### config.mk
export PLATFORM = sky130hd
export DESIGN_NAME = rfc_ctrl
export DESIGN_NICKNAME = d
export VERILOG_FILES = /design/src/rtl/rfc_pkg.sv /design/src/rtl/rfc_ctrl.sv
export VERILOG_INCLUDE_DIRS = /design/src /design/src/rtl
export SDC_FILE = /design/constraint.sdc
export NUM_CORES = 1
export LEC_CHECK = 0
export BUFFER_PORTS_ARGS = -buffer_cell sky130_fd_sc_hd__buf_4
export CAP_MARGIN = 20
export CORE_AREA = 2 2 39 41
export CTS_CLUSTER_SIZE = 30
export DETAILED_ROUTE_END_ITERATION = 8
export DIE_AREA = 0 0 41 43
export MAX_ROUTING_LAYER = met4
export PLACE_DENSITY = 0.61
export SYNTH_ARGS = -nofsm -noshare
export SYNTH_HDL_FRONTEND = slang
export SYNTH_SLANG_ARGS = --single-unit
### constraint.sdc
create_clock -name clk -period 2.15 [get_ports clk]
set_input_delay 0.215 -clock clk [delete_from_list [all_inputs] [get_ports clk]]
set_output_delay 0.215 -clock clk [all_outputs]
set_load 0.03 [all_outputs]
### src/rtl/rail_fence_cipher_top_defines.svh
// Assertion macros shared by the rail fence cipher RTL.
`ifndef RAIL_FENCE_CIPHER_TOP_DEFINES_SVH
`define RAIL_FENCE_CIPHER_TOP_DEFINES_SVH

// The consequent must hold in the same cycle as the antecedent.
`define RFC_ASSERT_NOW(label, ante, cons, msg) \
  label: assert property (@(posedge clk) disable iff (!rst_n) (ante) |-> (cons)) \
    else $error(msg);

// The consequent must hold in the cycle after the antecedent.
`define RFC_ASSERT_NEXT(label, ante, cons, msg) \
  label: assert property (@(posedge clk) disable iff (!rst_n) (ante) |=> (cons)) \
    else $error(msg);

`endif

### src/rtl/rfc_pkg.sv
// Shared types and constants of the rail fence cipher block.
package rfc_pkg;

  localparam int BYTE_W     = 8;
  localparam int CFG_IDX_W  = 2;
  localparam int CFG_DATA_W = 5;

  localparam logic [CFG_IDX_W-1:0] CFG_RAIL_COUNT = 2'd0;
  localparam logic [CFG_IDX_W-1:0] CFG_MODE       = 2'd1;

  localparam logic MODE_ENCODE = 1'b0;
  localparam logic MODE_DECODE = 1'b1;

  typedef struct packed {
    logic idle;          // input channel open
    logic scan_init;     // start the rail-order scan
    logic pos_step;      // advance scan position along the current rail
    logic cnt_inc;       // advance the item counter
    logic next_rail;     // move the scan to the next rail
    logic scan_mark;     // record rail start offsets during the scan
    logic walk_init;     // start the zigzag walk
    logic walk_step;     // advance the zigzag walk
    logic store_rd_pos;  // read the message store at the scan position
    logic store_rd_ptr;  // read the message store at the rail pointer
    logic out_load;      // load the output register
    logic clear;         // message done, empty the buffer
  } cmd_t;

  typedef struct packed {
    logic last_accept;   // an item marked last is accepted this cycle
    logic pos_in_msg;    // scan position lies inside the message
    logic rail_last;     // scan is on the final rail
    logic decode;        // decode mode selected
    logic out_free;      // output register can take an item
    logic emit_last;     // the item being emitted ends the run
  } status_t;

endpackage

### src/rtl/rfc_ctrl.sv
// Sequencing state machine of the rail fence cipher block.
module rfc_ctrl (
  input  logic             clk,
  input  logic             rst_n,
  input  rfc_pkg::status_t status_i,
  output rfc_pkg::cmd_t    cmd_o
);
  import rfc_pkg::*;

  typedef enum logic [5:0] {
    ST_IDLE     = 6'b000001,
    ST_SCAN     = 6'b000010,
    ST_SCAN_OUT = 6'b000100,
    ST_WALK_PTR = 6'b001000,
    ST_WALK_RD  = 6'b010000,
    ST_WALK_OUT = 6'b100000
  } state_t;

  state_t state_r, state_nxt;
  cmd_t   cmd;

  always_comb begin
    state_nxt = state_r;
    cmd       = '0;
    case (state_r)
      ST_IDLE: begin
        cmd.idle = 1'b1;
        if (status_i.last_accept) begin
          cmd.scan_init = 1'b1;
          state_nxt     = ST_SCAN;
        end
      end
      ST_SCAN: begin
        cmd.scan_mark = status_i.decode;
        if (status_i.pos_in_msg) begin
          if (status_i.decode) begin
            // Decode only counts rail lengths here.
            cmd.pos_step = 1'b1;
            cmd.cnt_inc  = 1'b1;
          end else begin
            cmd.store_rd_pos = 1'b1;
            state_nxt        = ST_SCAN_OUT;
          end
        end else if (status_i.rail_last) begin
          if (status_i.decode) begin
            cmd.walk_init = 1'b1;
            state_nxt     = ST_WALK_PTR;
          end else begin
            cmd.clear = 1'b1;
            state_nxt = ST_IDLE;
          end
        end else begin
          cmd.next_rail = 1'b1;
        end
      end
      ST_SCAN_OUT: begin
        if (status_i.out_free) begin
          cmd.out_load = 1'b1;
          cmd.pos_step = 1'b1;
          cmd.cnt_inc  = 1'b1;
          if (status_i.emit_last) begin
            cmd.clear = 1'b1;
            state_nxt = ST_IDLE;
          end else begin
            state_nxt = ST_SCAN;
          end
        end
      end
      ST_WALK_PTR: begin
        state_nxt = ST_WALK_RD;
      end
      ST_WALK_RD: begin
        cmd.store_rd_ptr = 1'b1;
        state_nxt        = ST_WALK_OUT;
      end
      ST_WALK_OUT: begin
        if (status_i.out_free) begin
          cmd.out_load  = 1'b1;
          cmd.walk_step = 1'b1;
          cmd.cnt_inc   = 1'b1;
          if (status_i.emit_last) begin
            cmd.clear = 1'b1;
            state_nxt = ST_IDLE;
          end else begin
            state_nxt = ST_WALK_PTR;
          end
        end
      end
      default: begin
        state_nxt = ST_IDLE;
      end
    endcase
  end

  always_ff @(posedge clk) begin
    if (!rst_n) begin
      state_r <= ST_IDLE;
    end else begin
      state_r <= state_nxt;
    end
  end

  assign cmd_o = cmd;

`include "rail_fence_cipher_top_defines.svh"

  `RFC_ASSERT_NEXT(a_last_starts_scan, status_i.last_accept, state_r == ST_SCAN, "last item did not start the scan")
  `RFC_ASSERT_NEXT(a_ptr_then_read, state_r == ST_WALK_PTR, state_r == ST_WALK_RD, "walk skipped the pointer read")
  `RFC_ASSERT_NOW(a_emit_only_free, cmd.out_load, status_i.out_free, "item emitted into a busy output register")

endmodule

==> results of run 1 <==
worst paths after layout:
check | startpoint | to | slack, ns
hold reg to reg | state_r[2] | state_r[2] | 0.49
setup / recovery | state_r[2] | cmd_o[0] | 0.11
hold / removal | rst_n | state_r[2] | 0.25
setup reg to reg | state_r[2] | state_r[0] | 0.36
layout by cell type, fill, tap and decap left out:
cell type  instances
nor4_1             1
a22o_1             1
and3b_1            1
nor3b_1            1
o21a_1             1
buf_4             19
o2bb2ai_1          1
nand2_1            8
and4b_1            2
o31ai_1            1
dfxtp_1            6
and3_1             2
inv_1              4
a21oi_2            1
a21oi_1            1
nor3_2             1
a211oi_1           3
and2_1             2
o211ai_2           1
nor3_1             5
or4_4              3
or2_2              1
a311o_1            1
xnor2_1            1
o22ai_1            1
o21ai_0            1
nand2b_1           3
or2b_1             1
nand3_1            1
nor2_1             4
clkbuf_4           3
power by group:
group          internal, W  switching, W  leakage, nW
clock            0.0000631     0.0000395       0.0138
sequential        0.000124     0.0000138       0.0489
combinational    0.0000828      0.000111        0.239
total             0.000269      0.000164        0.301
area by class of cell:
type / instances / share of cell area
inverters: 4 / 0.0231
well taps: 16 / 0.0308
multi-input cells: 50 / 0.508
flip-flops and latches: 6 / 0.185
repair buffers: 19 / 0.219
clock buffers: 3 / 0.0346
worst register-to-register path, stage by stage, from the launching register on:
cell and delay, ns:
dfxtp_1 0.33, or4_4 0.59, a211oi_1 0.30, a211oi_1 0.16
a311o_1 0.29
routing by layer:
layer	up-vias	global-route usage	wire length (µm)
met4	0	0.0200	0
met5	-	-	0
met3	0	0.0628	39
met2	8	0.222	556
li1	266	-	-
met1	260	0.210	564
cells by family (layout without fill, tap and decap cells):
family	count (synthesis)	count (layout)	share of synthesized area
XOR/XNOR	1	1	0.0191
AND/OR/NAND/NOR	36	36	0.451
flip-flops	6	6	0.262
buffers and inverters	6	26	0.0519
AO/OA/AOI/OAI	13	13	0.216
per-stage QoR:
step / power (W) / util
after CTS: 0.000431 / 0.465
after global routing: 0.000465 / 0.470
after floorplan: 0.000264 / -
after global placement: 0.000324 / 0.442
final: 0.000433 / 0.470
after detailed placement: 0.000323 / 0.442
==> run_results.csv, run 1 <==
group,metric,value,unit
critical_path,critPathKind,"flop to output pin",
critical_path,cpLargestDelayFamily,"simple AND/OR/NAND/NOR gates",
grt,grt_max_degree,9,
route,ant_nets,0,
route,drc,0,
synth,synthArstFlopShare,0,
placement,post-place-ws,0.187,ns
synth,yosys.area.top_type,"dfxtp_1",
floorplanning,die_y,43,µm
sta,tightest_slew,0.603,ns
synth,ys_warn_count,0,
sta,finalSetupViolCount,0,
sta,rsz0062_at_grt,"no",
synth,synth_top_area_share,0.262,
critical_path,path_buf_inv,1,
clock_network,cts_buffers,3,
critical_path,cp_data_required_time,1.93,ns
power_and_ir_drop,power_density,666,nW/µm²
grt,antenna_found_initial,0,
sta,relSlewSlack,0.595,
synth,avgSynthCellArea,7.39,µm²
sta,setup_tns,0,ns
placement,dp_cells,95,
placement,io_buffers,19,
floorplanning,initial_core_util,0.331,
run_status,status,"finished clean",
sta,period_needed,2.04,ns
synth,yosys.cell_types.count,30,
route,wl_per_cell,11.8,µm
critical_path,slowest_delay,0.59,ns
synth,synth-edff-count,0,
clock_network,cts_root_buf,"clkbuf_4",
critical_path,cp.arrival,1.83,ns
clock_network,h-tree-depth,1,
cells_and_area,reg.largest.list,"state_r (6)",
grt,grt_overflow,0,
sta,hold_viol_final,0,
route,via_per_inst,5.45,
synth,synth_commonest_cells,"nand2_1 (8), dfxtp_1 (6), nor3_1 (6), inv_1 (4), nor2_1 (4)",
critical_path,end_kind,"output pin",
sta,fin_ws,0.109,ns
cells_and_area,final_cell_area,651,µm²
power_and_ir_drop,max-vdd-ir-drop,0.000261,V
cells_and_area,nNetsFinal,92,
synth,synth_most_common_cell,"nand2_1",
synth,ys_ff_latch,6,
cells_and_area,syn2layout_area_growth,42.1,%
floorplanning,pin_count,20,
critical_path,path_depth,5,
sta,clock.fmax,490,MHz
clock_network,cts_resized,2,
synth,ys_seq_area_frac,0.262,
placement,dpl_cell_area,612,µm²
grt,grt_pass1_wl,1910,µm
placement,dpl.hpwl,926,µm
clock_network,insertion_delay,0.24,ns
worst_hold_path,hold_depth,2,
power_and_ir_drop,p_leak,0.301,nW
synth,syn_inst,62,
floorplanning,dieArea,1760,µm²
clock_network,clock_path_buffers,2,
route,routed_wirelength,1160,µm
critical_path,path_cells,"or4_4 > nor3_2 > nand2_1 > o22ai_1 > buf_4",
floorplanning,num_rows,14,
cells_and_area,multi_input_area,330,µm²
floorplanning,fp.dieW,41,µm
clock_network,cts-hold-fix-buffers,0,
cells_and_area,largest_register,"state_r",
critical_path,start_kind,"flop",
clock_network,cts.sinks,6,
route,vias,534,
cells_and_area,largest_reg_flops,6,
critical_path,crit_path_top_delay_cell,"or4_4",
cells_and_area,ff_latch_area,120,µm²
cells_and_area,diodes,0,
clock_network,post_cts.repair.setup_buffers,0,
route,drt-pass1-iter-count,4,
placement,gp_congestion,0.823,
run,cap_viol_max_count,0,
grt,grtUsageTotal,0.156,
cells_and_area,final_cell_count_no_fill,98,
cells_and_area,drive_gt1_frac,0.354,
route,initialDrtViolationCount,10,
synth,synthTopCellsByArea,"dfxtp_1 (26%), nor3_1 (6.6%), nand2_1 (6.6%)",
synth,syn-num-nets,70,
worst_hold_path,hold_path_class,"primary input to flop",
critical_path,worst-path-max-fanout,7,
sta,fin_worst_skew,0.00504,ns
synth,synthFlopType,"dfxtp_1",
sta,whs,0.250,ns
floorplanning,core,1380,µm²
grt,first_global_vias,458,
clock_network,clk_pin_slew,0.04,ns
sta,maxSlewViolCount,0,
sta,min_period_over_period,0.949,
cells_and_area,fill_cells,145,
clock_network,cts_tree,"built",
critical_path,worstRegToRegCells,4,
synth,syn_area,458,µm²
No activity file was read; power rests on OpenSTA's default activity.
==> inputs of run 2 (changes only) <==
Settings changed: ABC_AREA set to 1, PLACE_DENSITY 0.61 to 0.67.
==> run 2 against run 1 <==
Critical path depth grew 2. Synthesized cell count grew 55%. Worst hold slack lost 0.070 ns. Critical path type unchanged. Critical endpoint is now cmd_o[8]. Largest power group unchanged. Highest routed layer unchanged.
==> run_results.csv, run 2 <==
group,metric,value,unit
cells_and_area,final_cell_mix,"buf_4 (19), nand2_1 (18), nor2_1 (18)",
run_status,status,"finished clean",
power_and_ir_drop,max-vdd-ir-drop,0.000259,V
synth,yosys.area_share.simple,0.533,
synth,avgSynthCellArea,5.50,µm²
sta,setup_tns,0,ns
floorplanning,core,1380,µm²
route,ant_nets,0,
sta,relSlewSlack,0.832,
clock_network,cts_resized,0,
clock_network,clock_path_buffers,2,
clock_network,clk_pin_slew,0.05,ns
synth,synth_top_family_by_area,"simple AND/OR/NAND/NOR gates",
route,drt-pass1-iter-count,4,
synth,synth_commonest_cells,"nand2_1 (18), nor2_1 (18), inv_1 (17), nand3_1 (12), dfxtp_1 (6)",
route,via_per_inst,4.83,
critical_path,start_kind,"flop",
grt,first_global_vias,579,
sta,min_period_over_period,0.816,
synth,yosys.cell_types.count,17,
synth,yosys.area.top_type,"dfxtp_1",
floorplanning,num_rows,14,
synth,synth-edff-count,0,
run,cap_viol_max_count,0,
cells_and_area,fin_util,0.515,
grt,grt_pass1_wl,2300,µm
synth,syn-num-nets,104,
critical_path,critPathMostFrequentCell,"inv_1",
critical_path,end_kind,"output pin",
placement,dp_cells,131,
floorplanning,die_y,43,µm
synth,synthArstFlopShare,0,
floorplanning,pin_count,20,
placement,io_buffers,19,
critical_path,worstRegToRegCells,9,
grt,grt_overflow,0,
sta,period_needed,1.75,ns
critical_path,reg2reg_slack,0.83,ns
critical_path,r2r-end,"state_r[0]",
synth,synthFlopType,"dfxtp_1",
synth,syn_inst,96,
critical_path,startpoint,"state_r[5]",
critical_path,slowest_delay,0.35,ns
cells_and_area,diodes,0,
critical_path,endpoint,"cmd_o[8]",
route,wl_per_cell,10.2,µm
critical_path,critPathKind,"flop to output pin",
synth,synth_top_area_share,0.227,
sta,hold_viol_final,0,
clock_network,cts_tree,"built",
sta,finalSetupViolCount,0,
critical_path,cp_data_required_time,1.93,ns
cells_and_area,reg.largest.list,"state_r (6)",
cells_and_area,nNetsFinal,128,
synth,ys_ff_latch,6,
clock_network,cts-hold-fix-buffers,0,
clock_network,post_cts.repair.setup_buffers,0,
synth,syn_area,528,µm²
critical_path,cp.arrival,1.54,ns
synth,ys_seq_area_frac,0.227,
route,routed_wirelength,1370,µm
floorplanning,initial_core_util,0.382,
floorplanning,dieArea,1760,µm²
cells_and_area,largest_reg_flops,6,
synth,synthMuxAreaShare,0,
clock_network,cts_buffers,3,
clock_network,cts.sinks,6,
cells_and_area,drive_gt1_frac,0.263,
cells_and_area,syn2layout_area_growth,35.1,%
synth,synth_compound_area_frac,0.0900,
power_and_ir_drop,power_density,765,nW/µm²
synth,synth_fa_ha_area_frac,0,
critical_path,worst-path-max-fanout,3,
synth,synthTopCellsByArea,"dfxtp_1 (23%), nand2_1 (13%), nor2_1 (13%)",
synth,ys_warn_count,0,
cells_and_area,largest_register,"state_r",
sta,rsz0062_at_grt,"no",
clock_network,cts_root_buf,"clkbuf_4",
route,initialDrtViolationCount,11,
clock_network,insertion_delay,0.25,ns
cells_and_area,final_cell_count_no_fill,134,
critical_path,crit_path_top_delay_cell,"dfxtp_1",
critical_path,path_cells,"inv_1 > nor2_1 > nand3_1 > nand2_1 > inv_1 > o21ai_0 > buf_4",
grt,grtUsageTotal,0.192,
placement,dpl.hpwl,1190,µm
sta,clock.fmax,570,MHz
cells_and_area,layout_commonest_cell,"buf_4",
grt,antenna_found_initial,0,
route,drc,0,
sta,fin_worst_skew,0.00927,ns
power_and_ir_drop,p_leak,0.408,nW
clock_network,h-tree-depth,1,
placement,gp_congestion,0.873,
critical_path,r2r-start,"state_r[5]",
sta,tightest_slew,0.250,ns
worst_hold_path,hold_path_class,"primary input to flop",
route,vias,647,
sta,maxSlewViolCount,0,
grt,grt_max_degree,9,
floorplanning,fp.dieW,41,µm
synth,synth-xor-area-share,0,
-- run 2: power by group --
part / switching (W) / internal [W] / total, W / leakage [nW]
Sequential: 0.0000228 / 0.000127 / 0.000150 / 0.0489
Combinational: 0.000187 / 0.000105 / 0.000292 / 0.346
Clock: 0.0000409 / 0.0000632 / 0.000104 / 0.0138
Total: 0.000251 / 0.000295 / 0.000546 / 0.408
-- run 2: per-layer routing --
metal	vias to the layer above	global-route usage	part of all wire
met5	-	-	0
met4	0	0.0200	0
met3	0	0.0628	0.042
met2	13	0.284	0.47
met1	285	0.260	0.48
li1	349	-	-
-- run 2: cell type report --
| cell class | instances | area (µm²) |
|---|---|---|
| inverters | 21 | 78.8 |
| well taps | 16 | 20.0 |
| clock buffers | 3 | 22.5 |
| fillers | 136 | 671 |
| flip-flops and latches | 6 | 120 |
| multi-input cells | 69 | 329 |
| repair buffers | 19 | 143 |
-- run 2: cell families after synthesis --
logic type | count (synthesis)
and+or+nand+nor | 60
buffers and inverters | 21
AOI/OAI and AO/OA | 9
DFF | 6
-- run 2: worst min-delay path by stage --
stage | from | to | slack, ns | cells after the start
floorplan | rst_n | state_r[0] | 0.30 | 1
global placement | rst_n | state_r[0] | 0.43 | 2
detailed placement | rst_n | state_r[0] | 0.43 | 2
CTS | rst_n | state_r[0] | 0.18 | 2
global route | rst_n | state_r[0] | 0.19 | 2
finish | rst_n | state_r[0] | 0.18 | 2
-- run 2: stage by stage --
stage	power [W]	hold WS, ns	area, µm²	worst slack, ns
6_report	0.000546	0.180	713	0.396
5_1_grt	0.000589	0.191	713	0.196
2_1_floorplan	0.000357	0.299	528	0.401
3_3_place_gp	0.000446	0.430	691	0.687
3_5_place_dp	0.000444	0.432	691	0.679
4_1_cts	0.000553	0.175	713	0.405
-- run 2: critical path: cells and delay by family (launching register included) --
kind,cells,cell delay (ns)
AND/OR/NAND/NOR,3,0.47
flip-flops,1,0.35
buffers and inverters,3,0.32
AO/OA/AOI/OAI,1,0.15
