--- src/rtl/rail_fence_cipher_top_defines.svh ---
// Assertion macros shared by the rail fence cipher RTL.
`ifndef RAIL_FENCE_CIPHER_TOP_DEFINES_SVH
`define RAIL_FENCE_CIPHER_TOP_DEFINES_SVH

// The consequent must hold in the same cycle as the antecedent.
`define RFC_ASSERT_NOW(label, ante, cons, msg) \
  label: assert property (@(posedge clk) disable iff (!rst_n) (ante) |-> (cons)) \
    else $error(msg);

// The consequent must hold in the cycle after the antecedent.
`define RFC_ASSERT_NEXT(label, ante, cons, msg) \
  label: assert property (@(posedge clk) disable iff (!rst_n) (ante) |=> (cons)) \
    else $error(msg);

`endif

--- src/rtl/rfc_pkg.sv ---
// Shared types and constants of the rail fence cipher block.
package rfc_pkg;

  localparam int BYTE_W     = 8;
  localparam int CFG_IDX_W  = 2;
  localparam int CFG_DATA_W = 5;

  localparam logic [CFG_IDX_W-1:0] CFG_RAIL_COUNT = 2'd0;
  localparam logic [CFG_IDX_W-1:0] CFG_MODE       = 2'd1;

  localparam logic MODE_ENCODE = 1'b0;
  localparam logic MODE_DECODE = 1'b1;

  typedef struct packed {
    logic idle;          // input channel open
    logic scan_init;     // start the rail-order scan
    logic pos_step;      // advance scan position along the current rail
    logic cnt_inc;       // advance the item counter
    logic next_rail;     // move the scan to the next rail
    logic scan_mark;     // record rail start offsets during the scan
    logic walk_init;     // start the zigzag walk
    logic walk_step;     // advance the zigzag walk
    logic store_rd_pos;  // read the message store at the scan position
    logic store_rd_ptr;  // read the message store at the rail pointer
    logic out_load;      // load the output register
    logic clear;         // message done, empty the buffer
  } cmd_t;

  typedef struct packed {
    logic last_accept;   // an item marked last is accepted this cycle
    logic pos_in_msg;    // scan position lies inside the message
    logic rail_last;     // scan is on the final rail
    logic decode;        // decode mode selected
    logic out_free;      // output register can take an item
    logic emit_last;     // the item being emitted ends the run
  } status_t;

endpackage

--- src/rtl/rfc_ram.sv ---
// Generic simple dual-port RAM with a registered read port.
module rfc_ram #(
  parameter int WIDTH = 8,
  parameter int DEPTH = 64
) (
  input  logic                     clk,
  input  logic                     we,
  input  logic [$clog2(DEPTH)-1:0] waddr,
  input  logic [WIDTH-1:0]         wdata,
  input  logic                     re,
  input  logic [$clog2(DEPTH)-1:0] raddr,
  output logic [WIDTH-1:0]         rdata
);

  logic [WIDTH-1:0] mem [DEPTH];
  logic [WIDTH-1:0] rdata_r;

  always_ff @(posedge clk) begin
    if (we) begin
      mem[waddr] <= wdata;
    end
    if (re) begin
      rdata_r <= mem[raddr];
    end
  end

  assign rdata = rdata_r;

endmodule

--- src/rtl/rfc_datapath.sv ---
// Message store, rail pointers, scan and walk counters and output register.
module rfc_datapath #(
  parameter int MAX_LEN   = 64,
  parameter int MAX_RAILS = 16
) (
  input  logic                               clk,
  input  logic                               rst_n,
  input  logic                               cfg_valid,
  output logic                               cfg_ready,
  input  logic [rfc_pkg::CFG_IDX_W-1:0]      cfg_index,
  input  logic [rfc_pkg::CFG_DATA_W-1:0]     cfg_wdata,
  input  logic                               in_valid,
  output logic                               in_stall,
  input  logic [rfc_pkg::BYTE_W-1:0]         in_byte,
  input  logic                               in_last,
  output logic                               out_valid,
  input  logic                               out_stall,
  output logic [rfc_pkg::BYTE_W-1:0]         out_byte,
  output logic                               out_last,
  output logic                               out_truncated,
  input  rfc_pkg::cmd_t                      cmd_i,
  output rfc_pkg::status_t                   status_o
);
  import rfc_pkg::*;

  localparam int AW  = $clog2(MAX_LEN);
  localparam int CW  = $clog2(MAX_LEN + 1);
  localparam int RIW = $clog2(MAX_RAILS);
  localparam int PW  = $clog2(MAX_LEN + 2 * MAX_RAILS);

  logic [CFG_DATA_W-1:0] cfg_rails_r;
  logic                  cfg_mode_r;

  logic [CW-1:0]  msg_len_r, msg_len_nxt;
  logic           ovf_r, ovf_nxt;
  logic [PW-1:0]  pos_r, pos_nxt;
  logic           phase_r, phase_nxt;
  logic [RIW-1:0] rail_r, rail_nxt;
  logic [CW-1:0]  cnt_r, cnt_nxt;
  logic [RIW-1:0] cr_r, cr_nxt;
  logic           down_r, down_nxt;
  logic           out_valid_r, out_valid_nxt;
  logic [BYTE_W-1:0] out_byte_r;
  logic           out_last_r, out_trunc_r;

  logic           accept;
  logic           has_room;
  logic           out_free;
  logic           emit_last;
  logic [PW-1:0]  rails_p, period, rail_p, step;
  logic [PW-1:0]  cr_p;

  logic              store_we, store_re;
  logic [AW-1:0]     store_raddr;
  logic [BYTE_W-1:0] store_rdata;
  logic              ptr_we;
  logic [RIW-1:0]    ptr_waddr;
  logic [CW-1:0]     ptr_wdata, ptr_rdata;

  // Configuration registers.
  assign cfg_ready = 1'b1;

  always_ff @(posedge clk) begin
    if (!rst_n) begin
      cfg_rails_r <= CFG_DATA_W'(2);
      cfg_mode_r  <= MODE_ENCODE;
    end else if (cfg_valid) begin
      case (cfg_index)
        CFG_RAIL_COUNT: cfg_rails_r <= cfg_wdata;
        CFG_MODE:       cfg_mode_r  <= cfg_wdata[0];
        default: ;
      endcase
    end
  end

  // Effective rail count: zero means one rail, large values saturate.
  always_comb begin
    if (cfg_rails_r == '0) begin
      rails_p = PW'(1);
    end else if (int'(cfg_rails_r) > MAX_RAILS) begin
      rails_p = PW'(MAX_RAILS);
    end else begin
      rails_p = PW'(cfg_rails_r);
    end
  end

  assign period = (rails_p - PW'(1)) << 1;
  assign rail_p = PW'(rail_r);
  assign cr_p   = PW'(cr_r);

  // Inner-rail positions advance by alternating gaps that add up to one period.
  always_comb begin
    if (rails_p == PW'(1)) begin
      step = PW'(1);
    end else if (rail_r == '0 || rail_p + PW'(1) == rails_p) begin
      step = period;
    end else if (phase_r) begin
      step = rail_p << 1;
    end else begin
      step = period - (rail_p << 1);
    end
  end

  assign in_stall  = !cmd_i.idle;
  assign accept    = in_valid && cmd_i.idle;
  assign has_room  = msg_len_r < CW'(MAX_LEN);
  assign out_free  = !out_valid_r || !out_stall;
  assign emit_last = (cnt_r + CW'(1)) == msg_len_r;

  always_comb begin
    msg_len_nxt = msg_len_r;
    ovf_nxt     = ovf_r;
    if (accept) begin
      if (has_room) begin
        msg_len_nxt = msg_len_r + CW'(1);
      end else begin
        ovf_nxt = 1'b1;
      end
    end
    if (cmd_i.clear) begin
      msg_len_nxt = '0;
      ovf_nxt     = 1'b0;
    end
  end

  always_comb begin
    pos_nxt   = pos_r;
    phase_nxt = phase_r;
    rail_nxt  = rail_r;
    cnt_nxt   = cnt_r;
    cr_nxt    = cr_r;
    down_nxt  = down_r;
    if (cmd_i.scan_init) begin
      pos_nxt   = '0;
      phase_nxt = 1'b0;
      rail_nxt  = '0;
    end
    if (cmd_i.pos_step) begin
      pos_nxt   = pos_r + step;
      phase_nxt = !phase_r;
    end
    if (cmd_i.next_rail) begin
      rail_nxt  = rail_r + RIW'(1);
      pos_nxt   = rail_p + PW'(1);
      phase_nxt = 1'b0;
    end
    if (cmd_i.cnt_inc) begin
      cnt_nxt = cnt_r + CW'(1);
    end
    if (cmd_i.scan_init || cmd_i.walk_init) begin
      cnt_nxt = '0;
    end
    if (cmd_i.walk_init) begin
      cr_nxt   = '0;
      down_nxt = 1'b1;
    end
    if (cmd_i.walk_step && rails_p > PW'(1)) begin
      if (down_r) begin
        cr_nxt = cr_r + RIW'(1);
        if (cr_p + PW'(2) >= rails_p) begin
          down_nxt = 1'b0;
        end
      end else begin
        if (cr_r != '0) begin
          cr_nxt = cr_r - RIW'(1);
        end
        if (cr_r <= RIW'(1)) begin
          down_nxt = 1'b1;
        end
      end
    end
  end

  always_comb begin
    out_valid_nxt = out_valid_r;
    if (cmd_i.out_load) begin
      out_valid_nxt = 1'b1;
    end else if (!out_stall) begin
      out_valid_nxt = 1'b0;
    end
  end

  always_ff @(posedge clk) begin
    if (!rst_n) begin
      msg_len_r   <= '0;
      ovf_r       <= 1'b0;
      pos_r       <= '0;
      phase_r     <= 1'b0;
      rail_r      <= '0;
      cnt_r       <= '0;
      cr_r        <= '0;
      down_r      <= 1'b1;
      out_valid_r <= 1'b0;
    end else begin
      msg_len_r   <= msg_len_nxt;
      ovf_r       <= ovf_nxt;
      pos_r       <= pos_nxt;
      phase_r     <= phase_nxt;
      rail_r      <= rail_nxt;
      cnt_r       <= cnt_nxt;
      cr_r        <= cr_nxt;
      down_r      <= down_nxt;
      out_valid_r <= out_valid_nxt;
    end
  end

  always_ff @(posedge clk) begin
    if (cmd_i.out_load) begin
      out_byte_r  <= store_rdata;
      out_last_r  <= emit_last;
      out_trunc_r <= ovf_r;
    end
  end

  // Message store: written in arrival order, read in scan or walk order.
  assign store_we    = accept && has_room;
  assign store_re    = cmd_i.store_rd_pos || cmd_i.store_rd_ptr;
  assign store_raddr = cmd_i.store_rd_ptr ? ptr_rdata[AW-1:0] : pos_r[AW-1:0];

  rfc_ram #(
    .WIDTH (BYTE_W),
    .DEPTH (MAX_LEN)
  ) u_store (
    .clk   (clk),
    .we    (store_we),
    .waddr (msg_len_r[AW-1:0]),
    .wdata (in_byte),
    .re    (store_re),
    .raddr (store_raddr),
    .rdata (store_rdata)
  );

  // Rail pointers: start offsets from the scan, then bumped per walk step.
  assign ptr_we    = cmd_i.store_rd_ptr || (cmd_i.scan_mark && pos_r == rail_p);
  assign ptr_waddr = cmd_i.store_rd_ptr ? cr_r : rail_r;
  assign ptr_wdata = cmd_i.store_rd_ptr ? ptr_rdata + CW'(1) : cnt_r;

  rfc_ram #(
    .WIDTH (CW),
    .DEPTH (MAX_RAILS)
  ) u_rail_ptr (
    .clk   (clk),
    .we    (ptr_we),
    .waddr (ptr_waddr),
    .wdata (ptr_wdata),
    .re    (1'b1),
    .raddr (cr_r),
    .rdata (ptr_rdata)
  );

  always_comb begin
    status_o             = '0;
    status_o.last_accept = accept && in_last;
    status_o.pos_in_msg  = pos_r < PW'(msg_len_r);
    status_o.rail_last   = rail_p + PW'(1) == rails_p;
    status_o.decode      = cfg_mode_r == MODE_DECODE;
    status_o.out_free    = out_free;
    status_o.emit_last   = emit_last;
  end

  assign out_valid     = out_valid_r;
  assign out_byte      = out_byte_r;
  assign out_last      = out_last_r;
  assign out_truncated = out_trunc_r;

`include "rail_fence_cipher_top_defines.svh"

  `RFC_ASSERT_NOW(a_len_bound, 1'b1, msg_len_r <= CW'(MAX_LEN), "message length beyond the store")
  `RFC_ASSERT_NOW(a_emit_in_msg, cmd_i.out_load, cnt_r < msg_len_r, "item emitted past the message end")
  `RFC_ASSERT_NEXT(a_clear_empties, cmd_i.clear, msg_len_r == '0 && !ovf_r, "buffer not emptied after a run")

endmodule

--- config.mk ---
export PLATFORM = sky130hd
export DESIGN_NAME = rfc_datapath
export DESIGN_NICKNAME = d
export VERILOG_FILES = /design/src/rtl/rfc_pkg.sv /design/src/rtl/rfc_ram.sv /design/src/rtl/rfc_datapath.sv
export VERILOG_INCLUDE_DIRS = /design/src /design/src/rtl
export SDC_FILE = /design/constraint.sdc
export NUM_CORES = 1
export LEC_CHECK = 0
export BUFFER_PORTS_ARGS = -buffer_cell sky130_fd_sc_hd__buf_2
export CORE_UTILIZATION = 25
export CTS_CLUSTER_SIZE = 12
export DETAILED_ROUTE_END_ITERATION = 10
export PLACE_DENSITY = 0.41
export SYNTH_ARGS = -nofsm -noshare
export SYNTH_HDL_FRONTEND = slang
export SYNTH_HIERARCHICAL = 1
export SYNTH_SLANG_ARGS = --single-unit
--- constraint.sdc ---
create_clock -name clk -period 3.8 [get_ports clk]
set_input_delay 0.38 -clock clk [delete_from_list [all_inputs] [get_ports clk]]
set_output_delay 0.38 -clock clk [all_outputs]
set_load 0.005 [all_outputs]
==> flow_summary.yaml, run 1 <==
power_and_ir_drop:
  ir_drop_mv: 0.276
  power.density_mw_per_mm2: 515
  leakage_uw: 0.0106
cells_and_area:
  regArea_mm2: 0.0198
  drive_above_1_share: 0.263
  areaGrowthSynthToFinish_pct: 18.2
  final_nets: 1806
  fillers: 10900
  multiInputGateArea_mm2: 0.00764
floorplan:
  initial_core_util: 0.252
  die_y_um: 336
  die_area_mm2: 0.113
  fp-row-count: 122
  core_area_mm2: 0.111
  die_w_um: 336
  pin_count: 52
detailed_routing:
  wire_per_inst_um: 22.2
  initialDrtViolationCount: 915
  wirelength_um: 72800
  ant_nets: 0
  vias: 14571
  drc_errors: 0
  via_per_inst: 4.45
  first_pass_iters: 5
setup_path:
  reg2reg_slack_ns: 0.31
  arrival_ns: 4.02
  startpoint: "cfg_rails_r[1]"
  crit_path_end_kind: "flip-flop"
  max_stage_delay_ns: 0.34
  crit_required_ns: 4.33
  crit_path_max_fanout: 4
  slowest_stage: "dfxtp_1"
  crit_top_cell: "ha_1"
  crit_chain: "nor3_1 > nor2_1 > nor2_1 > buf_4 > ha_1 > ha_1 > nor2b_1 > o31a_1 > a211oi_1 > a21oi_1 > o31ai_1 > ha_1 > o21ai_0 > o21bai_1 > a21oi_2 > xnor3_1 > o21ai_1"
  critPathLaunchType: "flip-flop"
  critPathKind: "flip-flop to flip-flop"
  r2r-end: "pos_r[6]"
  rr_startpoint: "cfg_rails_r[1]"
  ff2ff_path_depth: 17
  cp_top_family: "compound AO/OA/AOI/OAI gates"
  cp.buffers_inverters: 1
job:
  maxCapViolations: 0
global_routing:
  antenna_found_initial: 0
  global_route.usage.total: 0.131
  grt_max_degree: 65
  grt_overflow: 0
  grt_pass1_vias: 15509
  grt_pass1_wl_um: 108000
sta:
  holdWs_ns: 0.0474
  max_freq_ghz: 0.286
  slew_headroom: 0.240
  worst_slack_ns: 0.307
  worst_slew_pin_slew_ns: 1.14
  finalHoldViolCount: 0
  maxSlewViolCount: 0
  min_period_ns: 3.49
  period_share: 0.919
  rsz0062_at_grt: "false"
  fin_skew_ns: 0.0246
  finalSetupViolCount: 0
  tns_ns: 0
synth:
  yosys_warnings: 6
  syn_inst: 1552
  syn_area_per_cell_um2: 18.0
  syn-cell-area_mm2: 0.0279
clocking:
  htree_levels: 3
  root_buffer: "clkbuf_16"
  cts_max_path_buffers: 3
  numCtsBuffers: 76
  worstSkewPairLatency_ns: 0.62
  clock-sinks: 671
  path_clk_slew_ns: 0.05
  tritoncts: "done"
min_path:
  min_path_type: "input port to flip-flop"
  hold_depth: 3
  holdPathEnd: "cfg_rails_r[4]"
  hp-start: "cfg_wdata[4]"
outcome:
  status: "completed"
placement:
  pre_cts_ws_ns: 0.246
  io_buffer_count: 50
  place.gp.congestion: 0.770
  dpl.hpwl_um: 47600
==> layout by cell type, fill, tap and decap left out, types with 22 or more instances in the layout <==
master     instances
a21oi_1           28
dfxtp_1           38
clkbuf_16         78
buf_2             50
edfxtp_1         632
nor3_1            25
nand3_1           26
o21ai_0           22
mux4_2           136
nor2b_1           34
nand2_1           58
ha_1              34
buf_4            126
mux2i_1           35
nor2_1           138
==> flip-flops by register name, indices dropped and copies added (netlist names), 5 cells and up <==
register          count
out_byte              8
pos_r                 7
msg_len_r             7
u_store/mem         512
u_rail_ptr/mem       96
u_store/rdata         8
cnt_r                 7
u_rail_ptr/rdata      6
cfg_rails_r           5
==> metrics by stage <==
step | power, uW | util | instances | area, um^2
after floorplan | 9520 | - | 1558 | 27900
after global placement | 10200 | 0.277 | 3146 | 30600
after detailed placement | 10200 | 0.277 | 3146 | 30600
after CTS | 17300 | 0.298 | 3274 | 33000
after global routing | 17600 | 0.298 | 3274 | 33000
final | 17000 | 0.298 | 3275 | 33000
==> how the worst max path moves through the flow <==
stage,slack (ns),cells past startpoint,to
finish,0.31,17,pos_r[6]
global route,0.001,17,pos_r[6]
CTS,0.22,17,pos_r[6]
detailed placement,0.25,17,pos_r[6]
global placement,0.25,18,pos_r[6]
floorplan,0.39,18,pos_r[6]
==> cell type report <==
type / count / area share
inverter: 23 / 0.00269
timing repair buffer: 182 / 0.0396
clock inverter: 32 / 0.00910
tap: 1488 / 0.0564
multi-input combinational: 783 / 0.231
sequential: 671 / 0.599
antenna: 1 / 0.0000758
clock buffer: 95 / 0.0617
==> worst reg2reg max path, cell delays in order (launching register included) <==
cell	delay [ns]
dfxtp_1	0.34
nor3_1	0.19
nor2_1	0.06
nor2_1	0.13
buf_4	0.16
ha_1	0.26
ha_1	0.28
nor2b_1	0.14
o31a_1	0.27
a211oi_1	0.22
a21oi_1	0.06
o31ai_1	0.23
ha_1	0.30
o21ai_0	0.11
o21bai_1	0.11
a21oi_2	0.17
xnor3_1	0.31
o21ai_1	0.12
==> layer usage <==
metal  vias to the layer above  part of all wire  GRT usage
li1                       6573                 -          -
met3                        77             0.040     0.0187
met5                         -                 0          0
met1                      7639              0.46      0.176
met4                         0             0.018     0.0377
met2                       282              0.49      0.220
==> power breakdown <==
part           internal (uW)  switching [uW]
clock network           4110            2860
registers               8220            72.5
logic                    736            1010
total                  13100            3940
==> timing repair <==
item                       CTS  global route
hold buffers                 1             0
hold endpoints to repair     1             0
resized for setup            0             3
setup buffers                0             0
setup endpoints to repair    0             1
Power figures use the tool's default switching activity.
==> run 2: changes to the inputs <==
--- a/config.mk
+++ b/config.mk
@@ -10,7 +10,6 @@
 export CORE_UTILIZATION = 25
 export CTS_CLUSTER_SIZE = 12
 export DETAILED_ROUTE_END_ITERATION = 10
-export PLACE_DENSITY = 0.41
 export SYNTH_ARGS = -nofsm -noshare
 export SYNTH_HDL_FRONTEND = slang
 export SYNTH_HIERARCHICAL = 1
==> flow_summary.yaml, run 2 (synthesis gave the netlist of run 1 again) <==
setup_path:
  crit_path_max_fanout: 6
  crit_required_ns: 4.34
  arrival_ns: 4.09
  crit_path_end_kind: "flip-flop"
  critPathLaunchType: "flip-flop"
  critPathKind: "flip-flop to flip-flop"
sta:
  worst_slew_pin_slew_ns: 1.28
  holdWs_ns: 0.0440
  finalHoldViolCount: 0
  fin_skew_ns: 0.0249
  finalSetupViolCount: 0
  slew_headroom: 0.146
  max_freq_ghz: 0.282
  maxSlewViolCount: 0
  period_share: 0.934
  tns_ns: 0
  min_period_ns: 3.55
clocking:
  numCtsBuffers: 69
  worstSkewPairLatency_ns: 0.62
  root_buffer: "clkbuf_16"
  htree_levels: 3
  tritoncts: "done"
  cts_max_path_buffers: 3
  path_clk_slew_ns: 0.06
  clock-sinks: 671
cells_and_area:
  drive_above_1_share: 0.234
  diodes: 0
  top_regs: "u_store/mem (512), u_rail_ptr/mem (96)"
  final_nets: 1752
  largest_reg_flops: 512
  top_register: "u_store/mem"
  final_common_cell: "edfxtp_1"
  final_cell_mix: "632 x edfxtp_1, 138 x nor2_1, 136 x mux4_2, 81 x buf_4, 72 x clkbuf_16"
  areaGrowthSynthToFinish_pct: 15.7
  final_cells: 3205
power_and_ir_drop:
  leakage_uw: 0.0101
  ir_drop_mv: 0.277
  power.density_mw_per_mm2: 501
  p_total_uw: 16200
floorplan:
  initial_core_util: 0.252
  fp-row-count: 122
  die_w_um: 336
  pin_count: 52
  core_area_mm2: 0.111
  die_area_mm2: 0.113
  die_y_um: 336
detailed_routing:
  ant_nets: 0
  wirelength_um: 64300
  first_pass_iters: 6
  vias: 14540
  via_per_inst: 4.54
  wire_per_inst_um: 20.1
  initialDrtViolationCount: 1176
  drc_errors: 0
global_routing:
  global_route.usage.total: 0.115
  grt_pass1_vias: 15101
  grt_overflow: 0
  grt_max_degree: 65
  antenna_found_initial: 0
  grt_pass1_wl_um: 97400
job:
  maxCapViolations: 0
placement:
  io_buffer_count: 50
  place.gp.congestion: 0.791
  dpl.hpwl_um: 41800
  place_inst: 3097
min_path:
  min_path_type: "input port to flip-flop"
outcome:
  status: "completed"
[run 2: cell count changes in the layout (fill, tap and decap cells not counted), sizes merged, moves of 3 or more]
cell	previous run	this run
clkbuf	95	88
clkinvlp	5	0
inv	23	27
bufinv	5	2
buf	181	133
clkinv	22	11
[run 2: repair_timing]
item                       CTS  global route
hold buffers                 2             0
hold endpoints to repair     2             0
setup buffers                0             1
gates resized for setup      0             9
setup endpoints to repair    0             2
[run 2: final cells by class]
| class | instances | area, um^2 |
|---|---|---|
| repair buffers | 135 | 918 |
| multi-input cells | 783 | 7640 |
| fillers | 10801 | 78400 |
| clock buffers | 88 | 1870 |
| well taps | 1488 | 1860 |
| inverters | 23 | 88.8 |
| clock inverters | 17 | 150 |
| flip-flops and latches | 671 | 19800 |
[run 2: worst paths after layout]
| path | slack, ns | to | start | depth (start not counted) |
|---|---|---|---|---|
| worst min register to register | 0.52 | cfg_mode_r | cfg_mode_r | 2 |
| worst max register to register | 0.25 | pos_r[6] | cfg_rails_r[3] | 17 |
| worst max-delay path | 0.25 | pos_r[6] | cfg_rails_r[3] | 17 |
| worst min-delay path | 0.04 | cfg_rails_r[2] | cfg_wdata[2] | 3 |
[run 2: stage by stage]
| step | worst slack (ns) | area [um^2] | utilization |
|---|---|---|---|
| floorplan | 0.392 | 27900 | - |
| global placement | 0.158 | 30200 | 0.273 |
| detailed placement | 0.0853 | 30200 | 0.273 |
| CTS | 0.0462 | 32300 | 0.292 |
| global route | -0.00887 | 32300 | 0.292 |
| finish | 0.251 | 32300 | 0.292 |
[run 2: power breakdown]
group | internal, uW | leakage (uW) | switching, uW | total, uW
clock | 3580 | 0.000983 | 2650 | 6240
sequential | 8220 | 0.00604 | 75.8 | 8290
combinational | 714 | 0.00313 | 930 | 1640
total | 12500 | 0.0101 | 3660 | 16200
[run 2: critical path, cell delays in order (launching register included)]
cell and delay, ns:
dfxtp_2 0.35, nor3_2 0.18, nor2_1 0.06, nor2_1 0.13, buf_4 0.15, ha_1 0.27, ha_1 0.29, nor2b_1 0.14
o31a_1 0.27, a211oi_1 0.22, a21oi_1 0.06, o31ai_1 0.28, ha_1 0.30, o21ai_2 0.08, o21bai_1 0.09, a21oi_2 0.17
xnor3_1 0.34, o21ai_1 0.12
[run 2: metal layers]
| layer | track usage | routed length (um) | up-vias |
|---|---|---|---|
| li1 | - | - | 6433 |
| met1 | 0.146 | 26700 | 7594 |
| met2 | 0.196 | 32400 | 407 |
| met3 | 0.0192 | 3240 | 106 |
| met4 | 0.0427 | 1960 | 0 |
| met5 | 0 | 0 | - |
